[src/rtl/sap_pkg.sv]
`timescale 1ns / 1ps

package sap_pkg;

    localparam int OUT_FRAC_BITS_DEF = 14;

    // request queue between front and back
    localparam int QDEPTH = 4;
    localparam int QPTR_W = $clog2(QDEPTH);

    // d < -(1 - 0.001) in Q30
    localparam logic signed [33:0] OPP_LIMIT = -34'sd1072668082;
    // 0.01 in Q60
    localparam logic [63:0] SMALL_AXIS = 64'd11529215046068470;

    typedef enum logic [1:0] {
        ST_NORMAL   = 2'd0,
        ST_OPPOSITE = 2'd1,
        ST_ZERO     = 2'd2
    } t_status;

    typedef struct packed {
        logic signed [15:0] ax;
        logic signed [15:0] ay;
        logic signed [15:0] az;
        logic signed [15:0] bx;
        logic signed [15:0] by;
        logic signed [15:0] bz;
        logic [31:0]        l2a;
        logic [31:0]        l2b;
        logic               zero;
    } t_req;

endpackage

[src/rtl/sap_front.sv]
`timescale 1ns / 1ps

module sap_front (
    input  logic               i_clk,
    input  logic               i_rst_n,
    input  logic               i_valid,
    output logic               o_stall,
    input  logic signed [15:0] i_from_x,
    input  logic signed [15:0] i_from_y,
    input  logic signed [15:0] i_from_z,
    input  logic signed [15:0] i_to_x,
    input  logic signed [15:0] i_to_y,
    input  logic signed [15:0] i_to_z,
    input  logic               i_q_full,
    output logic               o_push,
    output sap_pkg::t_req      o_req
);

    logic               r_fv;
    sap_pkg::t_req      r_req;
    sap_pkg::t_req      n_req;
    logic signed [31:0] sqa [3];
    logic signed [31:0] sqb [3];
    logic               accept;

    assign o_stall = r_fv && i_q_full;
    assign o_push  = r_fv && !i_q_full;
    assign accept  = i_valid && !o_stall;

    always_comb begin
        sqa[0] = i_from_x * i_from_x;
        sqa[1] = i_from_y * i_from_y;
        sqa[2] = i_from_z * i_from_z;
        sqb[0] = i_to_x * i_to_x;
        sqb[1] = i_to_y * i_to_y;
        sqb[2] = i_to_z * i_to_z;
        n_req.ax   = i_from_x;
        n_req.ay   = i_from_y;
        n_req.az   = i_from_z;
        n_req.bx   = i_to_x;
        n_req.by   = i_to_y;
        n_req.bz   = i_to_z;
        n_req.l2a  = $unsigned(sqa[0]) + $unsigned(sqa[1]) + $unsigned(sqa[2]);
        n_req.l2b  = $unsigned(sqb[0]) + $unsigned(sqb[1]) + $unsigned(sqb[2]);
        // a zero-length vector skips nothing downstream, it only forces the result
        n_req.zero = (n_req.l2a == 32'd0) || (n_req.l2b == 32'd0);
    end

    always_ff @(posedge i_clk) begin
        if (!i_rst_n) begin
            r_fv <= 1'b0;
        end else if (accept) begin
            r_fv <= 1'b1;
        end else if (o_push) begin
            r_fv <= 1'b0;
        end
    end

    always_ff @(posedge i_clk) begin
        if (accept) begin
            r_req <= n_req;
        end
    end

    assign o_req = r_req;

endmodule

[config.mk]
export PLATFORM = sky130hd
export DESIGN_NAME = sap_front
export DESIGN_NICKNAME = d
export VERILOG_FILES = /design/src/rtl/sap_pkg.sv /design/src/rtl/sap_front.sv
export SDC_FILE = /design/constraint.sdc
export NUM_CORES = 2
export LEC_CHECK = 0
export ABC_AREA = 1
export ABC_CLOCK_PERIOD_IN_PS = 11500
export BUFFER_PORTS_ARGS = -buffer_cell sky130_fd_sc_hd__buf_2
export CORE_ASPECT_RATIO = 1.75
export CORE_MARGIN = 4
export CORE_UTILIZATION = 30
export CTS_BUF_LIST = sky130_fd_sc_hd__clkbuf_4
export CTS_CLUSTER_DIAMETER = 100
export DETAILED_ROUTE_END_ITERATION = 8
export HOLD_SLACK_MARGIN = 0.15
export SLEW_MARGIN = 10
export SYNTH_ARGS = -nofsm -noshare
export SYNTH_HDL_FRONTEND = slang
export SYNTH_SLANG_ARGS = --single-unit
[constraint.sdc]
create_clock -name i_clk -period 11.5 [get_ports i_clk]
set_input_delay 0.575 -clock i_clk [delete_from_list [all_inputs] [get_ports i_clk]]
set_output_delay 0.575 -clock i_clk [all_outputs]
set_load 0.01 [all_outputs]
==> reports/qor.csv <==
stage,metric,value,unit
status,status,completed,
detailed_routing,ant_nets,0,
logic_synthesis,synth_cell_types,48,
global_route,grt_pass1_vias,47900,
cells_and_area,drive_above_1_share,5.74,%
detailed_routing,first_iter_violations,1773,
floorplanning,die_h,597,um
sta,layout_min_cycle_time,9.24,ns
logic_synthesis,synth_fa_ha_area_share,63.6,%
logic_synthesis,muxShareOfSynthArea,0,%
setup_path,worstPathRequired,12.16,ns
sta,slew_violations,0,
clocking,path_clk_slew,0.16,ns
cells_and_area,post-route-util,32.4,%
clocking,cts_buffer_depth,3,
logic_synthesis,yosys.area_share.simple,7.72,%
logic_synthesis,synth_seq_area_share,8.16,%
clocking,cts_made_buffers,25,
logic_synthesis,synth-seq-cells,162,
clocking,cts-resized-gates,0,
setup_path,cp_common_cell,fa_1,
logic_synthesis,synth_top_family_by_area,adder cells,
sta,final.setup_skew,0.0619,ns
clocking,cts-root-buf,clkbuf_4,
logic_synthesis,synth_area_per_cell,9.40,um2
global_route,grt_pass1_wl,261,mm
clocking,clk_latency,0.83,ns
detailed_routing,drc_errors,0,
worst_hold_path,hp-class,in -> reg,
global_route,overflow,0,
setup_path,start_kind,input port,
sta,finalHoldViolations,0,
cells_and_area,nets,8603,
logic_synthesis,ys_warn_count,0,
global_route,antenna_found_initial,3,
placed_design,place_inst,9027,
clocking,post_cts_buffers,0,
placed_design,io_buffers,262,
detailed_routing,routed_via_density,4.40,
detailed_routing,totalWireLength,166,mm
detailed_routing,vias,40000,
floorplanning,rows,216,
setup_path,arrival,9.90,ns
setup_path,max_stage_delay,1.08,ns
clocking,cts_tree,done,
global_route,grt_max_degree,70,
placed_design,dp_hpwl,146,mm
sta,worst_pin_slew,1.04,ns
cells_and_area,fin_area,0.0639,mm2
setup_path,cp-end-kind,flop,
setup_path,cp_max_fo,18,
clocking,hold_buffers,23,
sta,grt_setup_unrepaired,false,
sta,finalSetupTns,0,ns
cells_and_area,syn_to_final_growth,7.44,%
placed_design,gp_congestion,0.896,
sta,fmax,108,MHz
clocking,clock_sinks,162,
floorplanning,fp.dieW,345,um
floorplanning,pin_count,263,
floorplanning,initial_core_util,30.1,%
sta,finalCritPeriodShare,80.4,%
logic_synthesis,ys.flop_type,edfxtp_1,
cells_and_area,final_cells,9090,
clocking,h-tree-depth,4,
logic_synthesis,synth_edf_count,161,
logic_synthesis,netlist_instances,6329,
logic_synthesis,synth_compound_area_share,1.48,%
setup_path,critPathKind,in -> reg,
setup_path,cp_slowest_cell,fa_1,
logic_synthesis,synth_area,0.0595,mm2
global_route,grt_use_total,16.9,%
detailed_routing,wl_per_cell,18.2,um
job,maxCapViolCount,0,
sta,setup_viol,0,
placed_design,place_area,0.0635,mm2
detailed_routing,first_pass_iters,6,
floorplanning,core_area,0.198,mm2
floorplanning,die_area,0.206,mm2
logic_synthesis,synth_xor_area_share,2.09,%
sta,relSlewSlack,30.7,%
logic_synthesis,synth-async-reset-ratio,0,%
flip-flops by register name, indices dropped and copies added (netlist names):
name   cells
o_req    161
r_fv       1
cell usage after synthesis, drive strengths merged (16+ instances only):
cell	n	area (um2)
a21oi	58	335
clkbuf	188	706
edfxtp	161	4830
fa	1635	32700
ha	407	5090
inv	2504	9400
nand2	916	3470
nand3	37	210
nand4	16	100
nor2	140	548
o21ai	35	179
or2	24	150
xnor2	69	604
xor2	72	638
through the flow:
stage | hold slack, ns | setup slack, ns
floorplan | 0.463 | 3.41
global placement | 0.471 | 1.60
detailed placement | 0.502 | 1.53
CTS | 0.152 | 2.38
global route | 0.135 | 1.99
finish | 0.234 | 2.26
cell type report:
class                           instances  area (um2)
Antenna cell                            7        17.5
Timing Repair Buffer                  293        1600
Clock inverter                          6        31.3
Fill cell                           20500      134000
Sequential cell                       162        4850
Inverter                             2506        9410
Tap cell                             2616        3270
Clock buffer                           27         203
Multi-Input combinational cell       3473       44600
per-layer routing:
metal | GRT usage, % | part of all wire, %
met1 | 15.5 | 30
met2 | 33.2 | 57
met3 | 1.85 | 4.0
met4 | 12.8 | 9.7
met5 | 0 | 0
path summary, 6_finish.rpt:
path	from	endpoint	slack [ns]	cells after the start
min reg2reg	r_fv$_SDFFE_PN0P_	r_fv$_SDFFE_PN0P_	1.06	3
max reg2reg	r_fv$_SDFFE_PN0P_	o_req[8]$_DFFE_PP_	9.06	5
max	i_from_z[2]	o_req[0]$_DFFE_PP_	2.26	31
min	i_from_y[1]	o_req[130]$_DFFE_PP_	0.23	1
layout by cell type, fill, tap and decap left out, types with 48 or more instances in the layout:
cell      count
fa_1       1635
edfxtp_1    161
xnor2_1      69
buf_2       262
ha_1        407
nor2_1      134
xor2_1       71
a21oi_1      48
inv_1      2498
nand2_1     905
kinds of logic (layout without fill, tap and decap cells):
logic type / after synthesis / count (layout)
buf+inv: 2695 / 2832
fa+ha+maj: 2042 / 2042
simple gates: 1151 / 1151
flops: 162 / 162
xor+xnor: 141 / 141
compound gates: 137 / 137
other cells: 1 / 9
worst max-delay path: cells and delay by family:
| kind | cells | cell delay, ns |
|---|---|---|
| compound gates | 2 | 0.45 |
| simple gates | 12 | 2.07 |
| buf+inv | 7 | 1.29 |
| fa+ha+maj | 10 | 5.49 |
Power is left out: the tool's default activity adds up to more than one toggle a clock period on the data nets, which glitch-free logic cannot reach.
