### config.mk
export PLATFORM = sky130hd
export DESIGN_NAME = sap_queue
export DESIGN_NICKNAME = d
export VERILOG_FILES = /design/src/rtl/sap_pkg.sv /design/src/rtl/sap_queue.sv
export SDC_FILE = /design/constraint.sdc
export NUM_CORES = 1
export LEC_CHECK = 0
export BUFFER_PORTS_ARGS = -buffer_cell sky130_fd_sc_hd__buf_2
export CORE_ASPECT_RATIO = 1.75
export CORE_MARGIN = 10
export CORE_UTILIZATION = 60
export DETAILED_ROUTE_END_ITERATION = 8
export HOLD_SLACK_MARGIN = 0.1
export MAX_ROUTING_LAYER = met4
export PLACE_DENSITY_LB_ADDON = 0.05
export SKIP_CTS_REPAIR_TIMING = 1
export SYNTH_ARGS = -nofsm -noshare
export SYNTH_HDL_FRONTEND = slang
export SYNTH_SLANG_ARGS = --single-unit
### constraint.sdc
create_clock -name i_clk -period 7.7 [get_ports i_clk]
set_input_delay 0.385 -clock i_clk [delete_from_list [all_inputs] [get_ports i_clk]]
set_output_delay 0.385 -clock i_clk [all_outputs]
set_load 0.005 [all_outputs]
### src/rtl/sap_pkg.sv
`timescale 1ns / 1ps

package sap_pkg;

    localparam int OUT_FRAC_BITS_DEF = 14;

    // request queue between front and back
    localparam int QDEPTH = 4;
    localparam int QPTR_W = $clog2(QDEPTH);

    // d < -(1 - 0.001) in Q30
    localparam logic signed [33:0] OPP_LIMIT = -34'sd1072668082;
    // 0.01 in Q60
    localparam logic [63:0] SMALL_AXIS = 64'd11529215046068470;

    typedef enum logic [1:0] {
        ST_NORMAL   = 2'd0,
        ST_OPPOSITE = 2'd1,
        ST_ZERO     = 2'd2
    } t_status;

    typedef struct packed {
        logic signed [15:0] ax;
        logic signed [15:0] ay;
        logic signed [15:0] az;
        logic signed [15:0] bx;
        logic signed [15:0] by;
        logic signed [15:0] bz;
        logic [31:0]        l2a;
        logic [31:0]        l2b;
        logic               zero;
    } t_req;

endpackage

### src/rtl/sap_queue.sv
`timescale 1ns / 1ps

module sap_queue (
    input  logic          i_clk,
    input  logic          i_rst_n,
    input  logic          i_push,
    input  sap_pkg::t_req i_req,
    output logic          o_full,
    input  logic          i_pop,
    output logic          o_avail,
    output sap_pkg::t_req o_req
);

    sap_pkg::t_req                r_mem [sap_pkg::QDEPTH];
    logic [sap_pkg::QPTR_W-1:0]   r_wr;
    logic [sap_pkg::QPTR_W-1:0]   r_rd;
    logic [sap_pkg::QPTR_W:0]     r_cnt;
    logic                         do_push;
    logic                         do_pop;

    assign o_full  = (r_cnt == (sap_pkg::QPTR_W + 1)'(sap_pkg::QDEPTH));
    assign o_avail = (r_cnt != '0);
    assign do_push = i_push && !o_full;
    assign do_pop  = i_pop && o_avail;
    assign o_req   = r_mem[r_rd];

    always_ff @(posedge i_clk) begin
        if (!i_rst_n) begin
            r_wr  <= '0;
            r_rd  <= '0;
            r_cnt <= '0;
        end else begin
            if (do_push) begin
                r_wr <= r_wr + sap_pkg::QPTR_W'(1);
            end
            if (do_pop) begin
                r_rd <= r_rd + sap_pkg::QPTR_W'(1);
            end
            if (do_push && !do_pop) begin
                r_cnt <= r_cnt + (sap_pkg::QPTR_W + 1)'(1);
            end else if (do_pop && !do_push) begin
                r_cnt <= r_cnt - (sap_pkg::QPTR_W + 1)'(1);
            end
        end
    end

    always_ff @(posedge i_clk) begin
        if (do_push) begin
            r_mem[r_wr] <= i_req;
        end
    end

endmodule

==> summary.md, run 1 <==
| Metric | Value |
|---|---|
| Port bufs | `327` |
| Status | `complete, no violations` |
| Die ar. | `48100 µm²` |
| Wl on met1 | `18700 µm` |
| End-of-flow core utilization | `74.7%` |
| Initial antenna violation count | `5` |
| Area leader, netlist | `edfxtp_1` |
| Reg2Reg Setup Slack | `4.57 ns` |
| Die height | `283 µm` |
| R2R cell count | `4` |
| RSZ-0062 raised after global routing | `false` |
| CTS tree | `done` |
| # DRC | `0` |
| Synth-to-layout area growth | `23.6%` |
| Part of the cycle the worst path needs | `43.8%` |
| Congestion Overflow GR | `0` |
| Rows | `96` |
| Via count | `11100` |
| Top_reg_cell synth | `edfxtp_1` |
| Worst reg2reg path endpoint | `r_mem[2][27]` |
| Min-delay worst type | `in -> reg` |
| CP Data Required Time | `7.32 ns` |
| Worst Setup End Kind | `primary output` |
| Starting Density | `60.5%` |
| Lkg Pwr | `0.00990 µW` |
| Sw frac | `24.9%` |
| Highest Clock Rate | `296 MHz` |
| Multi-input logic area | `3910 µm²` |
| WHS Path Cells | `2` |
| Part of the power in registers | `48.3%` |
| Worst-margin pin slew | `1.14 ns` |
| Root buffer cell | `clkbuf_16` |
| Gate power share | `21.8%` |
| Global-route wire length before repair | `70100 µm` |
| Die X | `170 µm` |
| Met2 WL | `25500 µm` |
| Clock latency on the worst-skew pair | `0.58 ns` |
| Setup Skew | `0.0266 ns` |
| DP HPWL | `28200 µm` |
| Total track usage | `20.1%` |
| Clock power share | `29.9%` |
| Psw | `2300 µW` |
| First-pass iteration count of the detailed router | `5` |
| Cells after synthesis | `889` |
| Hold Startpoint | `i_rst_n` |
| Syn avg cell area | `26.6 µm²` |
| CTS max path bufs | `3` |
| Synth top area cells | `edfxtp_1 (82%), mux4_2 (15%), dfxtp_1 (0.76%)` |
| Crit Path Max Fanout | `69` |
| Crit path kind | `reg -> out` |
| Top routing layer in use | `met4` |
| Register area | `19500 µm²` |
| Metal3 WL | `2900 µm` |
| Gpl congestion | `0.719` |
| Max Cap Viol | `0` |
| VDD IR max | `299 µV` |
| Post-synth ARST share | `0%` |
| Largest net degree at the start of global routing | `162` |
| TritonCTS buffer count | `55` |
| Final hold violation count | `0` |
| Synth top area share | `81.7%` |
| Reg-to-Reg Start | `r_cnt[0]` |
| Final Routed Wirelength | `48200 µm` |
| TNS Setup | `0 ns` |
| Type of origin of the critical path | `flip-flop` |
| Pins Over Slew Limit | `0` |
| Unique masters post-synth | `21` |
| Sequential area share after synthesis | `82.4%` |
| Fill cells | `2182` |
| 1st-iter DRT viols | `735` |
| Mapped Area | `23700 µm²` |
| Post-route ant nets | `0` |
| Yosys warns | `0` |
| WL/cell | `24.8 µm` |
| Final nets | `1577` |
| Core area | `39200 µm²` |
| PD cells | `315 nW/µm²` |
| Slew margin rel. | `24.0%` |
| H-tree depth | `2` |
| Mapped Nets | `1060` |
| Flops & latches, synth | `653` |
| Final setup violation count | `0` |
| Tmin final | `3.38 ns` |
| Vias per std cell | `5.70` |
| EDFF count, synth | `644` |
| Clock-pin slew on the worst setup and hold paths | `0.06 ns` |
| Layout cells sized above 1 | `40.7%` |
| Vias in the first global route | `11400` |
| Power Internal | `6920 µW` |
| Ports | `328` |
| Sinks on Clock Net | `653` |
| WP data arrival | `2.99 ns` |
-- cells in the mapped netlist, types with 2 or more instances --
library cell    n
and2_1          8
dfxtp_1         9
ha_1            5
or3_1           2
inv_1           3
clkbuf_1        9
nor2b_1         2
buf_6          11
xnor2_1         3
mux2i_1         3
mux4_2        161
nand2_1         4
edfxtp_1      644
buf_2          18
-- final cells by class --
cell class	instances	share of cell area, %
clock inverters	34	0.988
repair buffers	498	11.5
inverters	3	0.0385
clock buffers	69	5.23
diodes	5	0.0428
well taps	490	2.09
multi-input cells	195	13.4
flip-flops and latches	653	66.7
-- how the worst max path moves through the flow --
stage	from	to	slack (ns)
6_report	flip-flop	o_req[89]	4.32
2_1_floorplan	r_cnt[0]	r_mem[0][0]	2.58
5_1_grt	flip-flop	o_req[89]	4.15
3_5_place_dp	r_cnt[0]	r_mem[2][27]	4.47
4_1_cts	flip-flop	o_req[137]	4.20
3_3_place_gp	r_cnt[0]	r_mem[2][149]	4.55
-- state kept, by name, summed over array words and instances, names as in the netlist, named ones only --
signal,count
r_rd,2
r_wr,2
r_cnt,3
r_mem,644
-- through the flow --
step / setup WS, ns / area [µm²] / std cells / total power, µW / hold slack (ns)
5_1_grt: 4.15 / 29300 / 1947 / 9620 / 0.148
3_3_place_gp: 4.55 / 25800 / 1678 / 6510 / 0.490
6_report: 4.32 / 29300 / 1947 / 9220 / 0.149
3_5_place_dp: 4.47 / 25800 / 1678 / 6530 / 0.493
4_1_cts: 4.20 / 27600 / 1781 / 9280 / -0.0299
2_1_floorplan: 2.58 / 23700 / 889 / 5750 / 0.468
-- cell families (layout without fill, tap and decap cells) --
family                     Yosys count  count (layout)  share of synthesized area [%]
AOI/OAI and AO/OA                    4               4                          0.122
muxes                              164             164                           15.4
and+or+nand+nor                     17              17                          0.412
buffers and inverters               41             604                           1.09
xor gates and xnor gates             4               4                          0.148
other                                0               5                              0
adders and majority gates            6               6                          0.349
DFF                                653             653                           82.4
-- worst max-delay path, stage by stage (launching register included) --
cell,delay (ns)
dfxtp_4,0.84
buf_4,0.87
mux4_2,0.45
buf_2,0.15
-- power groups by stage --
stage          sequential [µW]  clock [µW]  combinational (µW)
2_1_floorplan             4500           0                1250
6_report                  4460        2760                2010
3_3_place_gp              4510           0                2000
4_1_cts                   4460        2820                2010
3_5_place_dp              4540           0                2000
5_1_grt                   4490        2940                2190
-- layout by cell type, fill, tap and decap left out --
cell type      count
clkbuf_8           6
o311ai_0           1
xor2_1             1
nor3b_1            1
or3_1              2
nand2_1            4
mux4_2           161
and2_4             4
a21boi_0           1
dfxtp_4            2
ha_1               5
dfxtp_1            7
dlygate4sd3_1    161
fa_1               1
inv_1              3
o21ai_0            1
xnor2_1            3
clkinv_2          18
clkbuf_16         57
buf_4              6
edfxtp_1         644
nor2b_1            2
mux2i_1            3
bufinv_16          5
clkinv_1          10
diode_2            5
o31ai_1            1
buf_2            327
clkbuf_1           6
and2_1             4
buf_12             4
inv_8              1
-- per-layer routing --
metal  vias up  track usage [%]
met3        71             5.78
met4         0             8.35
li1       4891                -
met2       334             31.8
met1      5804             24.1
met5         -                -
Note: power is estimated with default switching activity, not from simulation.
==> inputs of run 2 (changes only) <==
- ABC_AREA: unset -> 1
- CORE_UTILIZATION: 60 -> 57
- clock period: 7.7 -> 3.35 ns (I/O delays scaled with it)
==> summary.md, run 2 <==
| Metric | Value |
|---|---|
| Synth-to-layout area growth | `23.0% (was 23.6%)` |
| Vias per std cell | `5.67 (was 5.70)` |
| Post-synth ARST share | `0% (unchanged)` |
| CTS tree | `done (unchanged)` |
| Global-route wire length before repair | `83600 µm (was 70100 µm)` |
| Cells along the critical path | `buf_12 > o21ai_0 > o22ai_1 > buf_2 (was buf_4 > mux4_2 > buf_2)` |
| Most common cell in the netlist | `edfxtp_1 (unchanged)` |
| Area leader, netlist | `edfxtp_1 (unchanged)` |
| Initial antenna violation count | `5 (unchanged)` |
| Flops & latches, synth | `653 (unchanged)` |
| Yosys warns | `0 (unchanged)` |
| Worst Hold Endpoint | `r_mem[1][23]` |
| CP bufs+invs | `2 (unchanged)` |
| Root buffer cell | `clkbuf_16 (unchanged)` |
| # DRC | `0 (unchanged)` |
| Port bufs | `327 (unchanged)` |
| EDFF count, synth | `644 (unchanged)` |
| Reg2Reg Setup Slack | `1.34 ns (was 4.57 ns)` |
| Final hold violation count | `0 (unchanged)` |
| Clock-pin slew on the worst setup and hold paths | `0.06 ns (about the same)` |
| Max Cap Viol | `0 (unchanged)` |
| WHS Path Cells | `2 (unchanged)` |
| 1st-iter DRT viols | `1127 (was 735)` |
| Die height | `293 µm (was 283 µm)` |
| Worst reg2reg path endpoint | `r_mem[2][109] (was r_mem[2][27])` |
| Final setup violation count | `0 (unchanged)` |
| Sinks on Clock Net | `653 (unchanged)` |
| RSZ-0062 raised after global routing | `false (unchanged)` |
| Final nets | `2266 (was 1577)` |
| Top post-synthesis cells by count | `edfxtp_1 (644), nor2_1 (336), o21ai_0 (314) (was edfxtp_1 (644), mux4_2 (161), buf_2 (18))` |
| Synth top area share | `79.9% (was 81.7%)` |
| GR peak layer | `met2 (unchanged)` |
| Part of the cycle the worst path needs | `82.7%` |
| R2R cell count | `5 (was 4)` |
| Final Routed Wirelength | `57600 µm (was 48200 µm)` |
| Gpl congestion | `0.786 (was 0.719)` |
| Crit Path Max Fanout | `67 (was 69)` |
| Reg-to-Reg Start | `r_cnt[0] (unchanged)` |
| Total track usage | `21.6% (was 20.1%)` |
| CP top delay family | `flip-flops (was buffers and inverters)` |
| Min-delay worst type | `in -> reg (unchanged)` |
| Status | `complete, no violations (unchanged)` |
| Slew margin rel. | `40.2% (was 24.0%)` |
| Die X | `176 µm (was 170 µm)` |
| First-pass iteration count of the detailed router | `5 (unchanged)` |
| Mapped Nets | `1797 (was 1060)` |
| VDD IR max | `574 µV (was 299 µV)` |
| Largest net degree at the start of global routing | `169 (was 162)` |
| Vias in the first global route | `14300 (was 11400)` |
| Final hold slack | `0.345 ns (was 0.149 ns)` |
| Via count | `15300 (was 11100)` |
| Largest Register | `r_mem (unchanged)` |
| Cell Area, Placed | `26400 µm² (was 25800 µm²)` |
| Max reg flops | `644 (unchanged)` |
| CTS max path bufs | `3 (unchanged)` |
| Die ar. | `51400 µm² (was 48100 µm²)` |
| Biggest regs | `r_mem: 644 flops, r_cnt: 3 flops (unchanged)` |
| PD cells | `712 nW/µm² (was 315 nW/µm²)` |
| M3 GR Usage | `5.54% (was 5.78%)` |
| Pins Over Slew Limit | `0 (unchanged)` |
| Worst-margin pin slew | `0.897 ns (was 1.14 ns)` |
| CP Data Required Time | `3.18 ns (was 7.32 ns)` |
| Crit path kind | `reg -> out (unchanged)` |
| Sequential area share after synthesis | `80.6% (was 82.4%)` |
| Mapped Area | `24200 µm² (was 23700 µm²)` |
| Top_reg_cell synth | `edfxtp_1 (unchanged)` |
| WP data arrival | `2.60 ns (was 2.99 ns)` |
| Post-route ant nets | `0 (unchanged)` |
| Setup Skew | `0.0169 ns (was 0.0266 ns)` |
| Lkg Pwr | `0.0105 µW (was 0.00990 µW)` |
| Worst Setup End Kind | `primary output (unchanged)` |
| Highest cell delay on the worst timing path | `0.88 ns (was 0.87 ns)` |
| H-tree depth | `2 (unchanged)` |
| Tmin final | `2.77 ns` |
| Ports | `328 (unchanged)` |
| Starting Density | `57.8% (was 60.5%)` |
| Design area | `29800 µm² (was 29300 µm²)` |
| Commonest non-fill, non-tap cells in the layout | `edfxtp_1 (644), nor2_1 (331), buf_2 (327) (was edfxtp_1 (644), buf_2 (327), mux4_2 (161), dlygate4sd3_1 (161), clkbuf_16 (57))` |
| Layout cells sized above 1 | `20.5% (was 40.7%)` |
| Commonest non-fill, non-tap cell in the layout | `edfxtp_1 (unchanged)` |
| Cells after synthesis | `1626 (was 889)` |
| Highest Clock Rate | `361 MHz` |
| Congestion Overflow GR | `0 (unchanged)` |
| Slowest CP cell | `dfxtp_4 (was buf_4)` |
| Core area | `41900 µm² (was 39200 µm²)` |
| WL/cell | `21.4 µm (was 24.8 µm)` |
| Syn avg cell area | `14.9 µm² (was 26.6 µm²)` |
| Met2 Usage GRT | `35.7% (was 31.8%)` |
| Unique masters post-synth | `20 (was 21)` |
| Rows | `99 (was 96)` |
| Type of origin of the critical path | `flip-flop (unchanged)` |
| TritonCTS buffer count | `53 (was 55)` |
| Hold Startpoint | `i_req[23] (was i_rst_n)` |
| Synth top area cells | `edfxtp_1 (80%), o21ai_0 (6.5%), nor2_1 (5.2%) (was edfxtp_1 (82%), mux4_2 (15%), dfxtp_1 (0.76%))` |
| Clock latency on the worst-skew pair | `0.57 ns (was 0.58 ns)` |
| DP HPWL | `33700 µm (was 28200 µm)` |
| Met1 Use GR | `25.6% (was 24.1%)` |
## run 2: cell count changes after synthesis, moves of 12 or more
cell	before	now
nor2_1	0	336
o21ai_0	1	314
mux4_2	161	0
o22ai_1	0	161
clkbuf_1	9	57
buf_2	18	31
inv_1	3	15
## run 2: per-stage QoR
stage / power (µW) / util (%) / instances / worst slack (ns) / TNS [ns]
6_report: 21200 / 71.1 / 2692 / 0.581 / 0
5_1_grt: 22200 / 71.1 / 2692 / 0.478 / 0
4_1_cts: 21200 / 67.1 / 2522 / 0.582 / 0
3_5_place_dp: 15200 / 63.1 / 2430 / 1.20 / 0
3_3_place_gp: 15100 / 63.1 / 2430 / 1.17 / 0
2_1_floorplan: 13000 / - / 1626 / -0.0752 / -39.35
## run 2: kinds of logic (layout without fill, tap and decap cells)
family          Yosys count  in the layout  synth area share (%)
fa+ha+maj                 6              6                 0.341
simple gates            356            356                  5.56
other cells               0              5                     0
flops                   653            653                  80.6
xor+xnor                  1              1                0.0362
buf+inv                 123            629                  2.52
compound gates          487            487                  10.9
## run 2: area by class of cell
type | count | area (µm²)
Timing Repair Buffer | 520 | 3670
Fill cell | 2784 | 12100
Tap cell | 555 | 694
Antenna cell | 5 | 12.5
Clock buffer | 63 | 1360
Multi-Input combinational cell | 850 | 4120
Sequential cell | 653 | 19500
Inverter | 17 | 73.8
Clock inverter | 29 | 304
## run 2: power by group
group / leakage (µW) / switching (µW) / internal (µW) / total [µW]
registers: 0.00598 / 247 / 9920 / 10200
clock network: 0.000819 / 2640 / 3420 / 6060
logic: 0.00366 / 3240 / 1740 / 4980
## run 2: worst max-delay path by stage
| stage | start | end | slack, ns | cells after the start |
|---|---|---|---|---|
| 6_report | flip-flop | o_req[146] | 0.58 | 4 |
| 5_1_grt | flip-flop | o_req[146] | 0.48 | 4 |
| 4_1_cts | flip-flop | o_req[146] | 0.58 | 4 |
| 3_5_place_dp | flip-flop | o_req[146] | 1.20 | 4 |
| 3_3_place_gp | flip-flop | o_req[113] | 1.17 | 5 |
| 2_1_floorplan | r_cnt[0] | r_mem[0][0] | -0.08 | 4 |
## run 2: layer usage
| metal | up-vias | part of all wire [%] |
|---|---|---|
| met3 | 82 | 6.5 |
| met1 | 7613 | 40 |
| met2 | 490 | 51 |
| met4 | 0 | 2.5 |
| li1 | 7073 | - |
| met5 | - | 0 |
